File: src/nrr_pkg.sv
`timescale 1ns / 1ps
package nrr_pkg;
  localparam logic [1:0] OP_CLEAR = 2'd0;
  localparam logic [1:0] OP_ADD = 2'd1;
  localparam logic [1:0] OP_DUMP = 2'd2;

  localparam logic [2:0] ST_INSERTED = 3'd0;
  localparam logic [2:0] ST_DUPLICATE = 3'd1;
  localparam logic [2:0] ST_DROPPED = 3'd2;
  localparam logic [2:0] ST_DUMP_ENTRY = 3'd3;
  localparam logic [2:0] ST_CLEARED = 3'd4;
  localparam logic [2:0] ST_DUMP_EMPTY = 3'd5;

  localparam logic [7:0] COUNT_MAX = 8'd255;

  typedef struct packed {
    logic [47:0] gateway_id;
    logic [7:0] modem_id;
    logic [7:0] rssi_upstream;
    logic [7:0] rssi_downstream;
    logic [31:0] pong_epoch;
    logic signed [15:0] freq_offset;
    logic [31:0] recv_time_us;
  } entry_t;

  typedef struct packed {
    logic [1:0] operation;
    entry_t e;
  } in_word_t;

  typedef struct packed {
    logic [2:0] status;
    logic [7:0] reply_count;
    logic [2:0] rank;
    entry_t e;
    logic last;
  } out_word_t;
endpackage

File: src/nrr_if.sv
`timescale 1ns / 1ps
interface nrr_in_if;
  logic valid;
  logic ready;
  nrr_pkg::in_word_t data;
  modport source(output valid, output data, input ready);
  modport sink(input valid, input data, output ready);
endinterface

interface nrr_out_if;
  logic valid;
  logic ready;
  nrr_pkg::out_word_t data;
  modport source(output valid, output data, input ready);
  modport sink(input valid, input data, output ready);
endinterface

File: src/nrr_mem.sv
`timescale 1ns / 1ps
module nrr_mem #(
  parameter int DEPTH = 8,
  parameter int AW = 3
) (
  input  logic clk,
  input  logic we,
  input  logic [AW-1:0] waddr,
  input  nrr_pkg::entry_t wdata,
  input  logic [AW-1:0] raddr,
  output nrr_pkg::entry_t rdata
);
  nrr_pkg::entry_t mem [DEPTH];
  always_ff @(posedge clk) begin
    if (we) begin
      mem[waddr] <= wdata;
    end
    rdata <= mem[raddr];
  end
endmodule

File: src/top_n_rssi_reply_ranker.sv
`timescale 1ns / 1ps
// Keeps the LIST_DEPTH best replies, slot 0 worst, in one slot memory with a
// registered read. An add scans all slots for a duplicate key and the insert
// position; unless the reply is a duplicate or worse than slot 0, it then moves
// each lower slot down, each by a read and a write, and writes the new reply. A
// clear writes every slot, one per cycle. A dump reads each slot in turn and
// sends one word per slot once the previous word has been accepted. A new word
// is taken only after the result of the previous one has been accepted. After
// reset a clearing pass over every slot runs before the first word is accepted.
module top_n_rssi_reply_ranker #(
  parameter int LIST_DEPTH = 8
) (
  input  logic clk,
  input  logic rst,
  input  logic cfg_we,
  input  logic cfg_wdata,
  nrr_in_if.sink  in_ch,
  nrr_out_if.source out_ch
);
  localparam int AW = (LIST_DEPTH > 1) ? $clog2(LIST_DEPTH) : 1;
  localparam logic [AW-1:0] LAST = AW'(LIST_DEPTH - 1);

  typedef enum logic [5:0] {
    S_IDLE  = 6'b000001,
    S_CLEAR = 6'b000010,
    S_SCAN  = 6'b000100,
    S_SHIFT = 6'b001000,
    S_DUMP  = 6'b010000,
    S_OUT   = 6'b100000
  } state_t;

  state_t state;
  logic low_is_best;
  logic [7:0] offered_count;
  nrr_pkg::in_word_t cur;
  logic [AW-1:0] ptr;
  logic [AW:0] scan_cnt;
  logic [AW-1:0] pos;
  logic dup;
  logic worse0;
  logic [AW-1:0] dump_idx;
  logic dump_rd;
  logic [2:0] pend_status;

  logic we;
  logic [AW-1:0] waddr, raddr;
  nrr_pkg::entry_t wdata, rdata;
  logic [7:0] worst;

  nrr_mem #(.DEPTH(LIST_DEPTH), .AW(AW)) u_mem (
    .clk(clk), .we(we), .waddr(waddr), .wdata(wdata), .raddr(raddr), .rdata(rdata)
  );

  assign worst = low_is_best ? 8'd255 : 8'd0;

  function automatic logic worse(input logic rev, input logic [7:0] a, input logic [7:0] b);
    worse = rev ? (a > b) : (a < b);
  endfunction

  logic [AW-1:0] rd_idx;
  logic rd_vld;
  assign rd_idx = scan_cnt[AW-1:0] - AW'(1);
  assign rd_vld = (state == S_SCAN) && (scan_cnt != '0) &&
                  (scan_cnt <= (AW+1)'(LIST_DEPTH));

  always_comb begin
    we = 1'b0;
    waddr = ptr;
    wdata = rdata;
    raddr = ptr;
    case (state)
      S_CLEAR: begin
        we = 1'b1;
        wdata = '0;
        wdata.rssi_upstream = worst;
        wdata.rssi_downstream = worst;
      end
      S_SCAN: raddr = scan_cnt[AW-1:0];
      S_SHIFT: begin
        raddr = ptr + AW'(1);
        if (ptr == pos) begin
          we = 1'b1;
          wdata = cur.e;
        end else begin
          we = dump_rd;
          waddr = ptr;
        end
      end
      S_DUMP: raddr = dump_idx;
      default: raddr = ptr;
    endcase
  end

  assign in_ch.ready = (state == S_IDLE) && !out_ch.valid;

  always_ff @(posedge clk) begin
    if (rst) begin
      state <= S_CLEAR;
      low_is_best <= 1'b0;
      offered_count <= '0;
      ptr <= '0;
      out_ch.valid <= 1'b0;
      dump_rd <= 1'b0;
      scan_cnt <= '0;
      dump_idx <= '0;
      pend_status <= nrr_pkg::ST_INSERTED;
    end else begin
      if (cfg_we) begin
        low_is_best <= cfg_wdata;
      end
      if (out_ch.valid && out_ch.ready && !((state == S_DUMP) && dump_rd)) begin
        out_ch.valid <= 1'b0;
      end
      case (state)
        S_IDLE: begin
          if (in_ch.valid && in_ch.ready) begin
            cur <= in_ch.data;
            ptr <= '0;
            case (in_ch.data.operation)
              nrr_pkg::OP_CLEAR: begin
                offered_count <= '0;
                pend_status <= nrr_pkg::ST_CLEARED;
                state <= S_CLEAR;
              end
              nrr_pkg::OP_ADD: begin
                if (offered_count != nrr_pkg::COUNT_MAX) begin
                  offered_count <= offered_count + 8'd1;
                end
                scan_cnt <= '0;
                dup <= 1'b0;
                pos <= '0;
                state <= S_SCAN;
              end
              nrr_pkg::OP_DUMP: begin
                if (offered_count == '0) begin
                  out_ch.data.status <= nrr_pkg::ST_DUMP_EMPTY;
                  out_ch.data.reply_count <= '0;
                  out_ch.data.rank <= '0;
                  out_ch.data.e <= '0;
                  out_ch.data.last <= 1'b1;
                  out_ch.valid <= 1'b1;
                end else begin
                  dump_idx <= '0;
                  dump_rd <= 1'b0;
                  state <= S_DUMP;
                end
              end
              default: state <= S_IDLE;
            endcase
          end
        end
        S_CLEAR: begin
          ptr <= ptr + AW'(1);
          if (ptr == LAST) begin
            if (pend_status == nrr_pkg::ST_CLEARED) begin
              out_ch.data.status <= nrr_pkg::ST_CLEARED;
              out_ch.data.reply_count <= '0;
              out_ch.data.rank <= '0;
              out_ch.data.e <= '0;
              out_ch.data.last <= 1'b1;
              out_ch.valid <= 1'b1;
              pend_status <= nrr_pkg::ST_INSERTED;
            end
            state <= S_IDLE;
          end
        end
        S_SCAN: begin
          scan_cnt <= scan_cnt + (AW+1)'(1);
          if (rd_vld) begin
            if ({rdata.gateway_id, rdata.modem_id} == {cur.e.gateway_id, cur.e.modem_id}) begin
              dup <= 1'b1;
            end
            if (rd_idx == '0) begin
              worse0 <= worse(low_is_best, cur.e.rssi_downstream, rdata.rssi_downstream);
            end else if (!worse(low_is_best, cur.e.rssi_downstream,
                                rdata.rssi_downstream) && (pos == rd_idx - AW'(1))) begin
              pos <= rd_idx;
            end
          end
          if (scan_cnt == (AW+1)'(LIST_DEPTH + 1)) begin
            out_ch.data.reply_count <= offered_count;
            out_ch.data.rank <= '0;
            out_ch.data.e <= '0;
            out_ch.data.last <= 1'b1;
            if (dup || worse0) begin
              out_ch.data.status <= dup ? nrr_pkg::ST_DUPLICATE : nrr_pkg::ST_DROPPED;
              out_ch.valid <= 1'b1;
              state <= S_IDLE;
            end else begin
              ptr <= '0;
              dump_rd <= 1'b0;
              state <= S_SHIFT;
            end
          end
        end
        S_SHIFT: begin
          if (ptr == pos) begin
            out_ch.data.status <= nrr_pkg::ST_INSERTED;
            out_ch.valid <= 1'b1;
            state <= S_IDLE;
          end else if (!dump_rd) begin
            dump_rd <= 1'b1;
          end else begin
            dump_rd <= 1'b0;
            ptr <= ptr + AW'(1);
          end
        end
        S_DUMP: begin
          if (!dump_rd) begin
            dump_rd <= 1'b1;
          end else if (!out_ch.valid || out_ch.ready) begin
            out_ch.data.status <= nrr_pkg::ST_DUMP_ENTRY;
            out_ch.data.reply_count <= offered_count;
            out_ch.data.rank <= 3'(dump_idx);
            out_ch.data.e <= rdata;
            out_ch.data.last <= (dump_idx == LAST);
            out_ch.valid <= 1'b1;
            dump_rd <= 1'b0;
            dump_idx <= dump_idx + AW'(1);
            if (dump_idx == LAST) begin
              state <= S_IDLE;
            end
          end
        end
        default: state <= S_IDLE;
      endcase
    end
  end
endmodule

File: src/flat_wrapper.sv
// flat-port wrapper written by rule: the top's interface ports become plain ports
module top_n_rssi_reply_ranker_flat 
#(
  parameter int LIST_DEPTH = 8
)
  (clk, rst, cfg_we, cfg_wdata, in_ch_valid, in_ch_data, in_ch_ready, out_ch_valid, out_ch_data, out_ch_ready);
  nrr_in_if in_ch_i ();
  nrr_out_if out_ch_i ();
  input  logic clk;
  input  logic rst;
  input  logic cfg_we;
  input  logic cfg_wdata;
  input wire logic [$bits(in_ch_i.valid)-1:0] in_ch_valid;
  input wire logic [$bits(in_ch_i.data)-1:0] in_ch_data;
  output wire logic [$bits(in_ch_i.ready)-1:0] in_ch_ready;
  output wire logic [$bits(out_ch_i.valid)-1:0] out_ch_valid;
  output wire logic [$bits(out_ch_i.data)-1:0] out_ch_data;
  input wire logic [$bits(out_ch_i.ready)-1:0] out_ch_ready;
  assign in_ch_i.valid = in_ch_valid;
  assign in_ch_i.data = in_ch_data;
  assign in_ch_ready = in_ch_i.ready;
  assign out_ch_valid = out_ch_i.valid;
  assign out_ch_data = out_ch_i.data;
  assign out_ch_i.ready = out_ch_ready;
  top_n_rssi_reply_ranker #(.LIST_DEPTH(LIST_DEPTH)) u_core (.clk(clk), .rst(rst), .cfg_we(cfg_we), .cfg_wdata(cfg_wdata), .in_ch(in_ch_i), .out_ch(out_ch_i));
endmodule
File: config.mk
export PLATFORM = sky130hd
export DESIGN_NAME = top_n_rssi_reply_ranker_flat
export DESIGN_NICKNAME = d
export VERILOG_FILES = /design/src/nrr_pkg.sv /design/src/nrr_if.sv /design/src/nrr_mem.sv /design/src/top_n_rssi_reply_ranker.sv /design/src/flat_wrapper.sv
export SDC_FILE = /design/constraint.sdc
export NUM_CORES = 2
export LEC_CHECK = 0
export BUFFER_PORTS_ARGS = -buffer_cell sky130_fd_sc_hd__buf_2
export CELL_PAD_IN_SITES_DETAIL_PLACEMENT = 2
export CELL_PAD_IN_SITES_GLOBAL_PLACEMENT = 2
export CORE_ASPECT_RATIO = 0.5
export CORE_MARGIN = 5
export CORE_UTILIZATION = 44
export DETAILED_ROUTE_END_ITERATION = 6
export GPL_TIMING_DRIVEN = 1
export HOLD_SLACK_MARGIN = 0.05
export PLACE_DENSITY_LB_ADDON = 0.12
export SYNTH_ARGS = -nofsm -noshare
export SYNTH_HDL_FRONTEND = slang
export SYNTH_SLANG_ARGS = --single-unit
File: constraint.sdc
create_clock -name clk -period 20 [get_ports clk]
set_input_delay 1 -clock clk [delete_from_list [all_inputs] [get_ports clk]]
set_output_delay 1 -clock clk [all_outputs]
set_load 0.02 [all_outputs]
Word level (Yosys, flattened, before mapping)
Memories as Yosys holds them, arrays and structs flattened. A register that Yosys moved wholly into a read port is not among the register bits.
Cells that the tools add are included.
{"block": "word_totals", "register_bits": 354, "latchBits": 0, "ramBits": 1216, "rom_bits": 0, "inputBits": 160, "output_inout_bits": 169, "wordCells": 205, "memories": 1}
{"memory": "u_core.u_mem.mem", "depth": 8, "word_bits": 152, "read_ports": 1, "rd_clocked_by_memory_dff": 1, "wr": 1, "line_no": "nrr_mem.sv:13", "rtl": "nrr_pkg::entry_t mem [DEPTH];"}
{"block": "classes", "n_addsub": 6, "n_mul": 0, "div_mod_pow": 0, "n_lt_le_gt_ge": 3, "eq_ne": 38, "shift": 0, "n_mux": 88, "bitwise_logic": 1, "n_reduce_logical": 38}
{"op": "$mux 167", "n": 8}
{"op": "$pmux 164 s4", "n": 1}
{"op": "$pmux 152 s2", "n": 1}
{"op": "$mux 152", "n": 1}
{"op": "$mux 3", "n": 21}
{"op": "$eq 56x56->1", "n": 1}
{"op": "$mux 6", "n": 8}
{"op": "$ne 2x2->1 const B", "n": 15}
{"op": "$pmux 6 s5", "n": 1}
{"op": "$mux 1", "n": 28}
{"op": "$pmux 3 s2", "n": 3}
{"op": "$pmux 6 s3", "n": 1}
{"op": "$reduce_and 6->1", "n": 3}
{"op": "$mux 8", "n": 2}
{"op": "$pmux 8 s2", "n": 1}
{"op": "$reduce_bool 4->1", "n": 4}
{"op": "$pmux 3 s5", "n": 1}
{"op": "$ne 2x1->1 const B", "n": 7}
{"op": "$reduce_and 7->1", "n": 2}
{"op": "$mux 4", "n": 3}
{"op": "$pmux 3 s4", "n": 1}
{"op": "$reduce_and 12->1", "n": 1}
{"op": "$reduce_and 10->1", "n": 1}
{"op": "$eq 3x3->1 const B", "n": 3}
{"op": "37 further kinds", "n": 56}

Depth between registers and ports, before layout
{"block": "logic_depth", "ltp_word": 9, "depth_mapped": 12, "depth_no_buf": 9}

Hierarchy
Synthesis repeated with hierarchy kept, for this count alone.
{"block": "unflattened", "hier_cells": 3281, "area_unflattened_um2": 64767.1}
{"module": "nrr_mem", "instances": 1, "cells_per_inst": 1922, "area_per_inst_um2": 49050.8, "seq_area_each_um2": 39557.9}
{"module": "top_n_rssi_reply_ranker", "instances": 1, "cells_per_inst": 1359, "area_per_inst_um2": 15716.3, "seq_area_each_um2": 10269.8}

Worst setup path before layout
Ideal clock, no wire load.
{"block": "synth_path", "path_type": "input to register", "from": "in out_ch_ready", "to": "reg u_core.out_ch.data[0] (netlist name)", "setup_time_ns": 0.982, "arrival_time_ns": 13.847, "required_time_ns": 19.018, "path_slack_ns": 5.171, "path_stages": 5, "n_path_buf": 0, "path_cell_list": "o21ai_0 nand2_1 o2111a_1 o211ai_1 a311oi_1"}
{"block": "synth_via", "elab_chain_len": 3}
{"element": "from (decl)", "line_no": "flat_wrapper.sv:18", "rtl": "input wire logic [$bits(out_ch_i.ready)-1:0] out_ch_ready;"}
{"element": "$logic_or 1x1->1", "line_no": "top_n_rssi_reply_ranker.sv:211", "rtl": "end else if (!out_ch.valid || out_ch.ready) begin"}
{"element": "$ne 2x2->1 (no source line)"}
{"element": "$reduce_and 10->1 (no source line)"}
No other way between the ends.
A chain may end at the register's enable or synchronous reset.

Final worst setup path
{"block": "layout_path", "from": "reg u_core.state[1]", "to": "reg u_core.u_mem.rdata[52] (netlist name)"}
{"block": "layout_via", "elab_chain_len": 2, "elab_cells_between_ends": 4, "cone_classes": "eq/ne (3); mux (1)"}
{"element": "from (decl)", "line_no": "top_n_rssi_reply_ranker.sv:32", "rtl": "state_t state;"}
{"element": "from (signal assigned)", "line_no": "top_n_rssi_reply_ranker.sv:98", "rtl": "state <= S_CLEAR;"}
{"element": "from (signal assigned)", "line_no": "top_n_rssi_reply_ranker.sv:123", "rtl": "state <= S_CLEAR;"}
{"element": "from (signal assigned)", "line_no": "top_n_rssi_reply_ranker.sv:132", "rtl": "state <= S_SCAN;"}
{"element": "$eq 6x5->1 (tied with other cells)", "line_no": "top_n_rssi_reply_ranker.sv:71", "rtl": "case (state)"}
{"element": "$pmux 3 s3 (*)", "line_no": "top_n_rssi_reply_ranker.sv:71"}
Mark *: on every way between the ends. The rest lies on a longest branch, timed or not.

==> flow_metrics.env <==
export IMPL_cts_resized=0
export IMPL_crit_type="register to register"
export IMPL_worstPathArrival_ps=5740
export IMPL_end_kind="register"
export IMPL_synth_cells=3258
export IMPL_ys_flop_type="edfxtp_1"
export IMPL_core_sq_um=146000
export IMPL_cts_root_buf="clkbuf_16"
export IMPL_synth_commonest_cells="1540 x edfxtp_1, 304 x mux4_2, 300 x nand2_1"
export IMPL_die_w_um=551
export IMPL_hold_viol_final=0
export IMPL_routed_wl_um=167000
export IMPL_critPathBufInv=4
export IMPL_dpl_cell_count=5447
export IMPL_power_leakage_nw=24.1
export IMPL_ys_top_cells_by_area="edfxtp_1 72%, mux4_2 11%, dfxtp_1 5.6%, mux2_2 2.7%, nand2_1 1.8%"
export IMPL_synth_warnings=0
export IMPL_grt_usage_pct=21.6
export IMPL_reg2reg_depth=10
export IMPL_synth_edf_count=1540
export IMPL_skew_ps=44.7
export IMPL_m1WireLength_um=70600
export IMPL_synth_area_sq_um=64300
export IMPL_antenna_found_initial=5
export IMPL_cellPowerDensity_nw_per_um2=131
export IMPL_top_layer="met4"
export IMPL_fill_cells=12700
export IMPL_dieArea_sq_um=154000
export IMPL_cts_buffers=161
export IMPL_avgSynthCellArea_sq_um=19.7
export IMPL_synthesis_nets=3436
export IMPL_cts_tree="done"
export IMPL_dpl_hpwl_um=95000
export IMPL_nets=3819
export IMPL_finalCritPeriodShare_pct=25.5
export IMPL_num_vias=31700
export IMPL_route_detailed_drc=0
export IMPL_holdPathStages=1
export IMPL_tns_ps=0
export IMPL_synth_largest_type_area_fraction_pct=71.9
export IMPL_register_area_sq_um=49800
export IMPL_wl_met3_um=6420
export IMPL_ios=329
export IMPL_cp_depth=10
export IMPL_placed_cell_area_sq_um=68200
export IMPL_cp_slowest_cell="buf_4"
export IMPL_clkSlewWorstSetupHoldPaths_ps=60
export IMPL_rows=99
export IMPL_routedWlPerCell_um=29.1
export IMPL_die_h_um=280
export IMPL_fin_cells=5731
export IMPL_peakVddDrop_mv=0.0800
export IMPL_place_port_buffers=328
export IMPL_first_iter_violations=2925
export IMPL_yosysMostFrequentCell="edfxtp_1"
export IMPL_vias_per_cell=5.54
export IMPL_fin_area_sq_um=73400
export IMPL_grt_pass1_wl_um=246000
export IMPL_hold_buffers=0
export IMPL_timing_worst_slew_pin_value_ps=1190
export IMPL_cts_max_level=4
export IMPL_cts_buffer_depth=4
export IMPL_synth_yosys_seq_area_share_pct=77.5
export IMPL_ant_nets=0
export IMPL_setup_violations=0
export IMPL_start_kind="register"
export IMPL_gp_congestion=0.752
export IMPL_status="finished, final reports clean"
export IMPL_antennaDiodeCount=0
export IMPL_grt_pass1_vias=35900
export IMPL_rsz0062_at_grt="false"
export IMPL_fmax_mhz=196
export IMPL_relSlewSlack_pct=20.5
export IMPL_required_ps=20630
export IMPL_insertion_delay_ps=790
export IMPL_crit_chain="nor3_2 > nand2_2 > inv_2 > nor3_2 > a211oi_4 > buf_4 > buf_12 > buf_4 > mux4_2 > mux2_2"
export IMPL_crit_family="buffers and inverters"
export IMPL_drv_slew=0
export IMPL_maxCapViolations=0
export IMPL_synthArstFlopShare_pct=0
export IMPL_synth_distinct_cells=54
export IMPL_start_util_pct=44.2
export IMPL_area_growth_pct=14.1
export IMPL_min_period_ps=5110
export IMPL_max_stage_delay_ps=840
export IMPL_firstDrtPassIters=6
export IMPL_post_synth_top_area_cell="edfxtp_1"
export IMPL_multi_input_area_sq_um=13700
export IMPL_crit_fanout=125
export IMPL_dr_wl_met2_um=85900
export IMPL_gr_total_overflow=0
export IMPL_ys_ff_latch=1719
export IMPL_hold_path_class="input port to register"
export IMPL_grt_max_degree=154
export IMPL_drive_above_1_share_pct=29.1
export IMPL_cts_sinks=1719
export IMPL_cts_setup_buffers=0
## power breakdown
part / leakage (nW) / switching [W] / internal, W
combinational: 5.92 / 0.000962 / 0.000623
clock: 2.57 / 0.00133 / 0.00177
sequential: 15.6 / 0.000250 / 0.00469
## per-stage QoR
stage                     hold slack, ps  util [%]  total power [W]  setup slack, ps
after floorplan                      444         -          0.00603             5170
after global placement               477      46.8          0.00648            15020
after detailed placement             496      46.8          0.00662            14830
after CTS                            332      50.4          0.00975            14840
after global routing                 337      50.4           0.0101            14650
final                                391      50.4          0.00963            14890
## flip-flops by register name, indices dropped and copies added (netlist names)
| register | cells |
|---|---|
| u_core.pos | 3 |
| u_core.pend_status | 1 |
| u_core.worse0 | 1 |
| u_core.dup | 1 |
| u_core.u_mem.rdata | 152 |
| u_core.ptr | 3 |
| u_core.u_mem.mem | 1216 |
| u_core.low_is_best | 1 |
| u_core.cur | 152 |
| u_core.state | 5 |
| u_core.dump_idx | 3 |
| u_core.dump_rd | 1 |
| u_core.out_ch.valid | 1 |
| u_core.offered_count | 8 |
| u_core.out_ch.data | 167 |
| u_core.scan_cnt | 4 |
## final timing paths
kind / start / to / slack, ps
worst min-delay path: in_ch_data[2] / u_core.cur[2]$_DFFE_PP_ / 390
worst max-delay path: u_core.state[1]$_SDFFE_PP1P_ / u_core.u_mem.rdata[52]$_DFF_P_ / 14890
worst max register to register: u_core.state[1]$_SDFFE_PP1P_ / u_core.u_mem.rdata[52]$_DFF_P_ / 14890
worst min register to register: u_core.dump_idx[2]$_SDFFE_PP0P_ / u_core.dump_idx[2]$_SDFFE_PP0P_ / 500
## layout by cell type, fill, tap and decap left out, types with 16 or more instances in the layout
cell	instances
a21oi_1	18
a221o_1	16
and2_1	154
buf_2	328
buf_4	46
clkbuf_1	37
clkbuf_16	167
clkbuf_8	16
clkinv_2	29
dfxtp_1	179
edfxtp_1	1540
ha_1	18
inv_1	16
mux2_2	152
mux4_2	304
nand2_1	300
nor2_1	50
nor3_1	18
o21ai_0	145
xnor2_1	47
xor2_1	24
## cells by family (layout without fill, tap and decap cells)
family                   count (synthesis)  after routing  share of synthesized area (%)
flip-flops                            1719           1719                           77.5
AND/OR/NAND/NOR                        603            603                           4.45
multiplexers                           460            460                           13.4
AO/OA/AOI/OAI                          208            208                           1.91
buffers and inverters                  179            683                           1.48
XOR/XNOR                                71             71                          0.967
adder cells (fa/ha/maj)                 18             18                          0.350
## layout make-up
class                      count  share of cell area (%)
clock buffer                 220                    6.18
clock inverter                64                   0.938
inverter                      17                  0.0869
multi-input combinational   1360                    18.6
sequential                  1719                    67.9
tap                         1969                    3.36
timing repair buffer         382                    2.93
## layer usage
metal / GRT usage [%] / vias up
met5: 0 / -
met4: 5.20 / 0
met3: 3.15 / 228
met2: 37.4 / 681
met1: 29.1 / 17200
li1: - / 13600
Note: power is estimated with default switching activity, not from simulation.
